`src/hdl/lfu_pkg.sv`:
```
`default_nettype none
package lfu_pkg;

   localparam int CAPACITY_DEF   = 16;
   localparam int COUNT_BITS_DEF = 16;
   localparam int DATA_W         = 32;
   localparam int CSR_W          = 5;

   localparam logic [CSR_W-1:0]  CAPACITY_RESET = CSR_W'(16);
   localparam logic [DATA_W-1:0] MISS_VALUE     = '1;

   localparam logic OP_GET = 1'b0;
   localparam logic OP_PUT = 1'b1;

   typedef struct packed {
      logic                     operation;
      logic signed [DATA_W-1:0] lookup_key;
      logic signed [DATA_W-1:0] store_value;
   } req_type;

   typedef struct packed {
      logic                     hit;
      logic signed [DATA_W-1:0] read_value;
   } rsp_type;

endpackage
`default_nettype wire

```
`src/hdl/lfu_ram.sv`:
```
`default_nettype none
module lfu_ram #(
   parameter int WIDTH = 8,
   parameter int DEPTH = 16,
   localparam int AW = DEPTH > 1 ? $clog2(DEPTH) : 1
) (
   input  wire logic                     clock,
   input  wire logic                     wr_en,
   input  wire logic [AW-1:0]            wr_addr,
   input  wire logic [WIDTH-1:0]         wr_data,
   input  wire logic [AW-1:0]            rd_addr,
   output      logic [WIDTH-1:0]         rd_data
);
   logic [WIDTH-1:0] mem_ff [DEPTH];

   // one write port, one registered read port
   always_ff @(posedge clock) begin
      if (wr_en) begin
         mem_ff[wr_addr] <= wr_data;
      end
      rd_data <= mem_ff[rd_addr];
   end
endmodule
`default_nettype wire

```
`src/hdl/lfu_cache_lru_tiebreak_unit.sv`:
```
// Channel  Direction  Handshake            Payload
// req      in         req_valid/req_ready  lfu_pkg::req_type (operation, key, value)
// rsp      out        rsp_valid/rsp_ready  lfu_pkg::rsp_type (hit, read_value)
// csr      in         csr_valid/csr_ready  capacity in use, 5 bits
//
// One item at a time: a scan pass reads every entry of the entry RAM
// through its registered read port, then a decide state; for a hit or an
// insert an update pass reads every entry again and writes back those that
// change, and last an output state loads the output register. With no hit
// and no insert the update pass is skipped. The next item is taken once the
// output register is loaded. The entry RAM has a single read port. Reset is
// synchronous; it empties the cache through the valid flops. A stalled result
// holds in the output register while the next item is already taken.
`default_nettype none
module lfu_cache_lru_tiebreak_unit #(
   parameter int CAPACITY   = lfu_pkg::CAPACITY_DEF,
   parameter int COUNT_BITS = lfu_pkg::COUNT_BITS_DEF
) (
   input  wire logic                      clock,
   input  wire logic                      reset,
   input  wire logic                      req_valid,
   output      logic                      req_ready,
   input  wire lfu_pkg::req_type          req_data,
   output      logic                      rsp_valid,
   input  wire logic                      rsp_ready,
   output      lfu_pkg::rsp_type          rsp_data,
   input  wire logic                      csr_valid,
   output      logic                      csr_ready,
   input  wire logic [lfu_pkg::CSR_W-1:0] csr_data
);
   import lfu_pkg::*;

   localparam int IW = CAPACITY > 1 ? $clog2(CAPACITY) : 1;
   localparam int CW = $clog2(CAPACITY + 1);
   localparam int MW = CW > CSR_W ? CW : CSR_W;
   localparam int EW = 2 * DATA_W + COUNT_BITS + IW;
   localparam logic [COUNT_BITS-1:0] CNT_MAX = '1;
   localparam logic [COUNT_BITS-1:0] CNT_ONE = COUNT_BITS'(1);
   localparam logic [CW-1:0]         IDX_END = CW'(CAPACITY);
   localparam logic [MW-1:0]         CAP_MAX = MW'(CAPACITY);

   localparam logic [2:0] S_IDLE   = 3'd0;
   localparam logic [2:0] S_SCAN   = 3'd1;
   localparam logic [2:0] S_DECIDE = 3'd2;
   localparam logic [2:0] S_UPD    = 3'd3;
   localparam logic [2:0] S_OUT    = 3'd4;

   logic [2:0]            state_ff, state_in;
   req_type               req_ff, req_in;
   logic [CW-1:0]         idx_ff, idx_in;
   logic                  pend_ff, pend_in;
   logic [IW-1:0]         pend_idx_ff, pend_idx_in;
   logic                  found_ff, found_in;
   logic [IW-1:0]         found_idx_ff, found_idx_in;
   logic [IW-1:0]         found_rank_ff, found_rank_in;
   logic [DATA_W-1:0]     found_val_ff, found_val_in;
   logic                  vict_ff, vict_in;
   logic [IW-1:0]         vict_idx_ff, vict_idx_in;
   logic [COUNT_BITS-1:0] vict_cnt_ff, vict_cnt_in;
   logic [IW-1:0]         vict_rank_ff, vict_rank_in;
   logic                  free_ff, free_in;
   logic [IW-1:0]         free_idx_ff, free_idx_in;
   logic                  bump_ff, bump_in;
   logic                  ins_ff, ins_in;
   logic                  evict_ff, evict_in;
   logic [IW-1:0]         slot_ff, slot_in;
   logic [CAPACITY-1:0]   valid_ff, valid_in;
   logic [CW-1:0]         occ_ff, occ_in;
   logic [CSR_W-1:0]      cap_ff, cap_in;
   rsp_type               res_ff, res_in;
   rsp_type               rsp_ff, rsp_in;
   logic                  rsp_valid_ff, rsp_valid_in;

   logic                  ram_we;
   logic [EW-1:0]         ram_wdata, ram_rdata;
   logic [DATA_W-1:0]     d_key, d_val;
   logic [COUNT_BITS-1:0] d_cnt;
   logic [IW-1:0]         d_rank;
   logic                  d_vld;
   logic                  idx_live;
   logic [MW-1:0]         cap_eff;
   logic                  do_evict;
   logic [IW-1:0]         new_rank;
   logic [COUNT_BITS-1:0] new_cnt;
   logic [DATA_W-1:0]     new_val;

   // entry RAM: key, value, use count, recency rank
   lfu_ram #(.WIDTH(EW), .DEPTH(CAPACITY)) u_ram (
      .clock   (clock),
      .wr_en   (ram_we),
      .wr_addr (pend_idx_ff),
      .wr_data (ram_wdata),
      .rd_addr (idx_ff[IW-1:0]),
      .rd_data (ram_rdata)
   );

   assign d_key  = ram_rdata[EW-1 -: DATA_W];
   assign d_val  = ram_rdata[EW-DATA_W-1 -: DATA_W];
   assign d_cnt  = ram_rdata[IW +: COUNT_BITS];
   assign d_rank = ram_rdata[IW-1:0];
   assign d_vld  = valid_ff[pend_idx_ff];
   assign idx_live = idx_ff < IDX_END;

   assign cap_eff  = (MW'(cap_ff) > CAP_MAX) ? CAP_MAX : MW'(cap_ff);
   assign do_evict = (MW'(occ_ff) >= cap_eff) && (occ_ff != '0) && vict_ff;

   assign req_ready = state_ff == S_IDLE;
   assign csr_ready = 1'b1;
   assign rsp_valid = rsp_valid_ff;
   assign rsp_data  = rsp_ff;

   // write-back data for the update pass
   always_comb begin
      ram_we    = 1'b0;
      new_rank  = d_rank;
      new_cnt   = d_cnt;
      new_val   = d_val;
      ram_wdata = ram_rdata;
      if (state_ff == S_UPD && pend_ff) begin
         if (bump_ff) begin
            if (pend_idx_ff == found_idx_ff) begin
               ram_we   = 1'b1;
               new_rank = '0;
               new_cnt  = (d_cnt == CNT_MAX) ? d_cnt : d_cnt + CNT_ONE;
               if (req_ff.operation == OP_PUT) begin
                  new_val = req_ff.store_value;
               end
            end else if (d_vld && d_rank < found_rank_ff) begin
               ram_we   = 1'b1;
               new_rank = d_rank + IW'(1);
            end
            ram_wdata = {d_key, new_val, new_cnt, new_rank};
         end else if (ins_ff) begin
            if (pend_idx_ff == slot_ff) begin
               ram_we    = 1'b1;
               ram_wdata = {req_ff.lookup_key, req_ff.store_value, CNT_ONE, IW'(0)};
            end else if (d_vld && !(evict_ff && pend_idx_ff == vict_idx_ff)
                         && !(evict_ff && d_rank > vict_rank_ff)) begin
               // not older than the victim: move back one rank; older ones keep theirs
               ram_we    = 1'b1;
               ram_wdata = {d_key, d_val, d_cnt, d_rank + IW'(1)};
            end
         end
      end
   end

   // sequencer
   always_comb begin
      state_in      = state_ff;
      req_in        = req_ff;
      idx_in        = idx_ff;
      pend_in       = 1'b0;
      pend_idx_in   = idx_ff[IW-1:0];
      found_in      = found_ff;
      found_idx_in  = found_idx_ff;
      found_rank_in = found_rank_ff;
      found_val_in  = found_val_ff;
      vict_in       = vict_ff;
      vict_idx_in   = vict_idx_ff;
      vict_cnt_in   = vict_cnt_ff;
      vict_rank_in  = vict_rank_ff;
      free_in       = free_ff;
      free_idx_in   = free_idx_ff;
      bump_in       = bump_ff;
      ins_in        = ins_ff;
      evict_in      = evict_ff;
      slot_in       = slot_ff;
      valid_in      = valid_ff;
      occ_in        = occ_ff;
      cap_in        = csr_valid ? csr_data : cap_ff;
      res_in        = res_ff;
      rsp_in        = rsp_ff;
      rsp_valid_in  = rsp_valid_ff && !rsp_ready;

      unique case (state_ff)
         S_IDLE: begin
            if (req_valid) begin
               req_in   = req_data;
               idx_in   = '0;
               found_in = 1'b0;
               vict_in  = 1'b0;
               free_in  = 1'b0;
               state_in = S_SCAN;
            end
         end
         S_SCAN: begin
            if (idx_live) begin
               pend_in = 1'b1;
               idx_in  = idx_ff + CW'(1);
            end
            if (pend_ff) begin
               if (d_vld && d_key == req_ff.lookup_key) begin
                  found_in      = 1'b1;
                  found_idx_in  = pend_idx_ff;
                  found_rank_in = d_rank;
                  found_val_in  = d_val;
               end
               if (d_vld && (!vict_ff || d_cnt < vict_cnt_ff ||
                             (d_cnt == vict_cnt_ff && d_rank > vict_rank_ff))) begin
                  vict_in      = 1'b1;
                  vict_idx_in  = pend_idx_ff;
                  vict_cnt_in  = d_cnt;
                  vict_rank_in = d_rank;
               end
               if (!d_vld && !free_ff) begin
                  free_in     = 1'b1;
                  free_idx_in = pend_idx_ff;
               end
            end
            if (!idx_live && !pend_ff) begin
               state_in = S_DECIDE;
            end
         end
         S_DECIDE: begin
            bump_in  = 1'b0;
            ins_in   = 1'b0;
            evict_in = 1'b0;
            slot_in  = free_idx_ff;
            res_in.hit        = found_ff;
            res_in.read_value = (req_ff.operation == OP_GET && found_ff) ?
                                found_val_ff : MISS_VALUE;
            if (req_ff.operation == OP_GET) begin
               bump_in = found_ff;
            end else if (cap_eff != '0) begin
               if (found_ff) begin
                  bump_in = 1'b1;
               end else begin
                  evict_in = do_evict;
                  if (do_evict && !(free_ff && free_idx_ff < vict_idx_ff)) begin
                     slot_in = vict_idx_ff;
                  end
                  ins_in = do_evict || free_ff;
               end
            end
            idx_in   = '0;
            state_in = (bump_in || ins_in) ? S_UPD : S_OUT;
         end
         S_UPD: begin
            if (idx_live) begin
               pend_in = 1'b1;
               idx_in  = idx_ff + CW'(1);
            end
            if (!idx_live && !pend_ff) begin
               if (ins_ff) begin
                  if (evict_ff) begin
                     valid_in[vict_idx_ff] = 1'b0;
                  end else begin
                     occ_in = occ_ff + CW'(1);
                  end
                  valid_in[slot_ff] = 1'b1;
               end
               state_in = S_OUT;
            end
         end
         S_OUT: begin
            if (!rsp_valid_ff || rsp_ready) begin
               rsp_in       = res_ff;
               rsp_valid_in = 1'b1;
               state_in     = S_IDLE;
            end
         end
         default: state_in = S_IDLE;
      endcase
   end

   // control registers
   always_ff @(posedge clock) begin
      if (reset) begin
         state_ff     <= S_IDLE;
         pend_ff      <= 1'b0;
         valid_ff     <= '0;
         occ_ff       <= '0;
         cap_ff       <= CAPACITY_RESET;
         rsp_valid_ff <= 1'b0;
      end else begin
         state_ff     <= state_in;
         pend_ff      <= pend_in;
         valid_ff     <= valid_in;
         occ_ff       <= occ_in;
         cap_ff       <= cap_in;
         rsp_valid_ff <= rsp_valid_in;
      end
   end

   // payload registers
   always_ff @(posedge clock) begin
      req_ff        <= req_in;
      idx_ff        <= idx_in;
      pend_idx_ff   <= pend_idx_in;
      found_ff      <= found_in;
      found_idx_ff  <= found_idx_in;
      found_rank_ff <= found_rank_in;
      found_val_ff  <= found_val_in;
      vict_ff       <= vict_in;
      vict_idx_ff   <= vict_idx_in;
      vict_cnt_ff   <= vict_cnt_in;
      vict_rank_ff  <= vict_rank_in;
      free_ff       <= free_in;
      free_idx_ff   <= free_idx_in;
      bump_ff       <= bump_in;
      ins_ff        <= ins_in;
      evict_ff      <= evict_in;
      slot_ff       <= slot_in;
      res_ff        <= res_in;
      rsp_ff        <= rsp_in;
   end
endmodule
`default_nettype wire

```
`config.mk`:
```
export PLATFORM = sky130hd
export DESIGN_NAME = lfu_cache_lru_tiebreak_unit
export DESIGN_NICKNAME = d
export VERILOG_FILES = /design/src/hdl/lfu_pkg.sv /design/src/hdl/lfu_ram.sv /design/src/hdl/lfu_cache_lru_tiebreak_unit.sv
export SDC_FILE = /design/constraint.sdc
export NUM_CORES = 2
export LEC_CHECK = 0
export BUFFER_PORTS_ARGS = -buffer_cell sky130_fd_sc_hd__buf_2
export CORE_AREA = 5 5 405 407
export CTS_CLUSTER_DIAMETER = 150
export DETAILED_ROUTE_END_ITERATION = 7
export DIE_AREA = 0 0 410 412
export PLACE_DENSITY = 0.53
export SLEW_MARGIN = 0
export SYNTH_ARGS = -nofsm -noshare
export SYNTH_HDL_FRONTEND = slang
export SYNTH_HIERARCHICAL = 1
export SYNTH_SLANG_ARGS = --single-unit
```
`constraint.sdc`:
```
create_clock -name clock -period 10 [get_ports clock]
set_input_delay 0.5 -clock clock [delete_from_list [all_inputs] [get_ports clock]]
set_output_delay 0.5 -clock clock [all_outputs]
set_load 0.02 [all_outputs]
```
Word level (Yosys, flattened, before mapping)
Memories as Yosys holds them, arrays and structs flattened. A register that Yosys moved wholly into a read port is not among the register bits.
Cells that the tools add are included.
- register bits after elaboration: 249
- memory bits (writable): 1344
- input bits: 75
- output and inout port bits: 36
- word-level logic and storage cells: 191
- memories kept: 1
- memories (memory ; depth ; bits a word ; read ports ; clocked after Yosys merged registers in ; write ports ; line ; source):
    u_ram.mem_ff ; 16 ; 84 ; 1 ; 1 ; 1 ; lfu_ram.sv:14 ; logic [WIDTH-1:0] mem_ff [DEPTH];
- add/sub/neg operators: 4
- magnitude comparators: 12
- equal/unequal tests: 19
- mux-type cells: 65
- bitwise gates (word level): 7
- reduce and logical (&&, ||, !) cells: 54
- operator list (kind ; number):
    84-bit 2-to-1 mux ; 4
    16-bit 2-to-1 mux ; 6
    32-bit 2-to-1 mux ; 2
    32-bit == test ; 1
    1-bit 2-to-1 mux ; 30
    4-bit 2-to-1 mux ; 7
    4-bit AND reduction ; 5
    1-bit logical AND ; 19
    16-bit by 1-bit adder with 16-bit output (second input constant) ; 1
    16-bit bitwise AND ; 1
    16-bit == test ; 1
    16-bit == test (second input constant) ; 1
    16-bit < comparator ; 1
    16-bit NOT ; 1
    16-bit OR ; 1
    4-bit by 5-bit < comparator with 1-bit output (second input constant) ; 3
    3-bit 2-to-1 mux ; 5
    5-bit 2-to-1 mux ; 3
    3-bit case mux with 5 select lines ; 1
    5-bit case mux with 3 select lines ; 1
    3-bit AND reduction ; 5
    2-bit inequality test (second input constant) ; 7
    4-bit == test ; 3
    5-bit by 1-bit adder with 5-bit output (second input constant) ; 2
    other kinds (24) ; 50

Logic depth before layout (Yosys ltp)
- depth after elaboration: 13
- mapped depth: 10
- depth with buffers taken out: 10

By module
Netlist, hierarchy kept.
- modules (own cells, without submodules) (module ; times used ; cells an instance ; area each (µm²) ; sequential area each (µm²)):
    lfu_ram ; 1 ; 2154 ; 52052.4 ; 42040.3
    lfu_cache_lru_tiebreak_unit ; 1 ; 830 ; 11325.9 ; 7126.8

Least setup slack after synthesis
OpenSTA, ideal clock, no wires.
- path type: register to register
- start: register pend_idx_ff[1]
- end: memory u_ram/mem_ff[0][0] (netlist bit) (enable)
- setup time: 0.629 ns
- arrival: 7.861 ns
- data required time: 9.371 ns
- slack: 1.510 ns
- cell stages (with the launch flop): 10
- path buffers: 1
- clock period less this slack: 8.490 ns
- path through: dfxtp_1 > buf_2 > xor2_1 > nor4_4 > o21ai_0 > nor2_1 > o211ai_1 > inv_1 > or3b_2 > nor3_1
- word-level cells in the longest chain between the ends: 12
- elaborated cells between the ends (all ways): 19
- those cells by class: 3 x eq/ne; 11 x mux; 5 x reduce/logical
- ends and longest elaborated chain (item ; line ; source):
    start, declared ; lfu_cache_lru_tiebreak_unit.sv:52 ; logic [IW-1:0] pend_idx_ff, pend_idx_in;
    start signal, assigned ; lfu_cache_lru_tiebreak_unit.sv:289 ; pend_idx_ff <= pend_idx_in;
    branches (longest 8 deep; another with 1-bit binary-select mux with 4-bit select) ; n/a ;
    1-bit 2-to-1 mux * ; lfu_cache_lru_tiebreak_unit.sv:120 ; if (bump_ff) begin
    1-bit 2-to-1 mux * ; lfu_cache_lru_tiebreak_unit.sv:119 ; if (state_ff == S_UPD && pend_ff) begin
    via ram_we ; lfu_cache_lru_tiebreak_unit.sv:74 ; logic ram_we;
    1-bit 2-to-1 mux * ; lfu_ram.sv:18 ; if (wr_en) begin
    1-bit 2-to-1 mux (implied by the code) * ; lfu_ram.sv:19 ; mem_ff[wr_addr] <= wr_data;
    end, declared ; lfu_ram.sv:14 ;
Mark *: on every way through the listed nets, which the timed path passes. The select of a mux whose other input is x is not followed.

Worst setup path in the final report
- start: register pend_idx_ff[3]
- end: memory u_ram/mem_ff[2][17] (netlist bit) (enable)
Same word-level chain as after synthesis.

==> flow_metrics.tcl <==
set metrics [dict create \
    antennaDiodeCount 0 \
    die_h_um 412 \
    synth.avg_cell_area_um2 21.24 \
    synthesis.nets 3095 \
    overflow 0 \
    start_kind "flop" \
    ant_nets 0 \
    netlist_area_mm2 0.06338 \
    worst_pin_slew_ps 1345 \
    synth_edf_count 1558 \
    clockBufferDepth 3 \
    path_class "flop to flop" \
    cts_root_buffer "clkbuf_16" \
    via_per_inst 5.507 \
    layout-drive-gt1-share_pct 26.75 \
    outcome "finished clean" \
    min_path_cells 3 \
    synth_area_leaders "edfxtp_1 74%, mux4_2 12%, dfxtp_1 3.8%" \
    clk_pin_slew_ps 60 \
    fin_nets 3379 \
    drt_iter0_markers 2560 \
    ctsResizeCount 0 \
    drc 0 \
    die_w_um 410 \
    grt_pass1_vias 32090 \
    ir_drop_uv 206.8 \
    finalHoldViolations 0 \
    maxCapViolCount 0 \
    antenna_found_initial 1 \
    hold_class "input pin to flop" \
    track_usage_pct 17.25 \
    synth_warnings 6 \
    rows 147 \
    floorplan.initialDensity_pct 39.65 \
    dp_hpwl_um 77880 \
    fin_area_mm2 0.07301 \
    die_area_mm2 0.1689 \
    rsz0062_at_grt "no" \
    period_share_pct 52.70 \
    ys.flop_type "edfxtp_1" \
    htree_levels 4 \
    wl_per_cell_um 26.36 \
    setup_violations 0 \
    slew_viol_final 0 \
    synth_cells 2984 \
    endpoint_kind "flop" \
    ys_types 68 \
    reg2regPathDepth 10 \
    dr.pass1.iters 6 \
    gp_congestion 0.7811 \
    clkLatencyLatePin_ps 800 \
    cts_buffers 174 \
    fin_tns_setup_ps 0 \
    io_buffers 109 \
    synth_top_area_cell "edfxtp_1" \
    fp.coreArea_mm2 0.1598 \
    max-slew-margin-rel_pct 9.942 \
    synthTopCellsByCount "1558 x edfxtp_1, 337 x mux4_2, 132 x a22oi_1" \
    syn_to_final_growth_pct 15.20 \
    grt_max_degree 139 \
    synth_most_common_cell "edfxtp_1" \
    routed_wl_um 145100 \
    yosysTopAreaCellShare_pct 73.82 \
    finClkSkew_ps 20.75 \
    ys_seq_elements 1677 \
    synth-seq-area-share_pct 77.58 \
    cts_sinks 1677 \
    postSynth.asyncResetShare_pct 0 \
    powerDensity_mw_per_mm2 231.0 \
    tritoncts "yes" \
    clock.fmax_mhz 189.8 \
    vias 30320 \
    cp.arrival_ps 5690 \
    leakage_nw 23.33 \
    grt_pass1_wl_um 216200 \
    crit_required_ps 10420 \
    placed_cell_area_mm2 0.06652 \
    p_total_mw 16.87 \
    pin_count 111 \
    cp_max_fo 35 \
    period_needed_ps 5270 \
]
worst max-delay path, cell delays in order (launching register included):
cell,delay (ps)
dfxtp_1,770
xor2_2,180
nor4_4,540
o21ai_0,240
nor2_1,230
o211ai_1,210
inv_1,170
or3b_2,590
nor2_4,690
buf_4,580
buf_4,620
timing repair:
action | in CTS | in global routing
hold endpoints to repair | 70 | 0
setup buffers | 0 | 0
hold buffers | 72 | 0
endpoints found under the setup margin | 0 | 0
worst paths after layout:
kind	end	slack, ps	start
hold / removal	cap_ff[1]$_SDFFE_PP0P_	70	csr_valid
hold reg to reg	rsp_data[6]$_DFFE_PP_	420	res_ff[6]$_SDFFCE_PN1P_
setup / recovery	u_ram/mem_ff[2][17]$_DFFE_PP_	4730	pend_idx_ff[3]$_DFF_P_
setup reg to reg	u_ram/mem_ff[2][17]$_DFFE_PP_	4730	pend_idx_ff[3]$_DFF_P_
metal layers:
metal | wire length [um] | share of wire, % | GRT usage [%] | vias up
li1 | - | - | - | 12940
met2 | 70300 | 48 | 28.03 | 866
met5 | 0 | 0 | 0 | -
met3 | 7940 | 5.5 | 3.244 | 197
met1 | 64470 | 44 | 24.46 | 16320
met4 | 2406 | 1.7 | 3.814 | 0
cell families after synthesis:
| group | share of synthesized area [%] |
|---|---|
| compound gates | 3.439 |
| xor+xnor | 0.7305 |
| fa+ha+maj | 0.7107 |
| buf+inv | 1.325 |
| flops | 77.58 |
| mux | 13.47 |
| other cells | 0.005917 |
| simple gates | 2.744 |
layout make-up:
class                           count  area [um^2]
Fill cell                       13260        86820
Sequential cell                  1677        49170
Multi-Input combinational cell   1133        13540
Inverter                           37        141.4
Clock inverter                    100         1002
Timing Repair Buffer              245         1784
Clock buffer                      228         4768
Tap cell                         2086         2610
flip-flops by register name, indices dropped and copies added (netlist names), 16 cells and up:
register	flops
u_ram/mem_ff	1344
valid_ff	16
found_val_ff	32
res_ff	33
req_ff	65
vict_cnt_ff	16
rsp_data	33
u_ram/rd_data	84
layout by cell type (no fill, tap or decap), types with 10 or more instances in the layout:
| master | netlist | final |
|---|---|---|
| a21oi_1 | 34 | 33 |
| clkbuf_1 | 61 | 34 |
| bufinv_16 | 0 | 13 |
| nand3_1 | 20 | 20 |
| dlygate4sd3_1 | 0 | 72 |
| inv_1 | 36 | 35 |
| clkbuf_8 | 0 | 19 |
| edfxtp_1 | 1558 | 1558 |
| dfxtp_1 | 119 | 119 |
| a22oi_2 | 40 | 40 |
| o21ai_0 | 34 | 33 |
| a22oi_1 | 132 | 132 |
| nor3_1 | 17 | 12 |
| ha_1 | 36 | 36 |
| clkinv_1 | 1 | 37 |
| xor2_1 | 42 | 42 |
| nor2_4 | 1 | 14 |
| and3_1 | 10 | 10 |
| mux2_2 | 67 | 67 |
| mux4_2 | 337 | 337 |
| nand4_1 | 21 | 21 |
| nor2_1 | 51 | 38 |
| clkbuf_16 | 0 | 175 |
| nand2b_1 | 43 | 43 |
| buf_4 | 4 | 61 |
| buf_2 | 49 | 109 |
| nand2_1 | 122 | 122 |
| clkinv_2 | 0 | 28 |
| nor2b_1 | 14 | 10 |
report_power, final:
group	switching, mW	total (mW)	leakage, nW	internal, mW
Sequential	0.174	8.52	15.1	8.34
Combinational	1.23	1.93	5.43	0.699
Clock	2.70	6.42	2.81	3.72
per-stage QoR:
stage	util (%)	setup WS [ps]	instances	hold slack, ps
after floorplan	-	1510	2984	400.3
after global placement	41.62	4797	5106	401.5
after detailed placement	41.62	4681	5106	404.5
after CTS	45.68	4638	5506	4.434
after global routing	45.68	4455	5506	39.05
final	45.68	4730	5506	74.51
(Power assumes the default switching activity.)
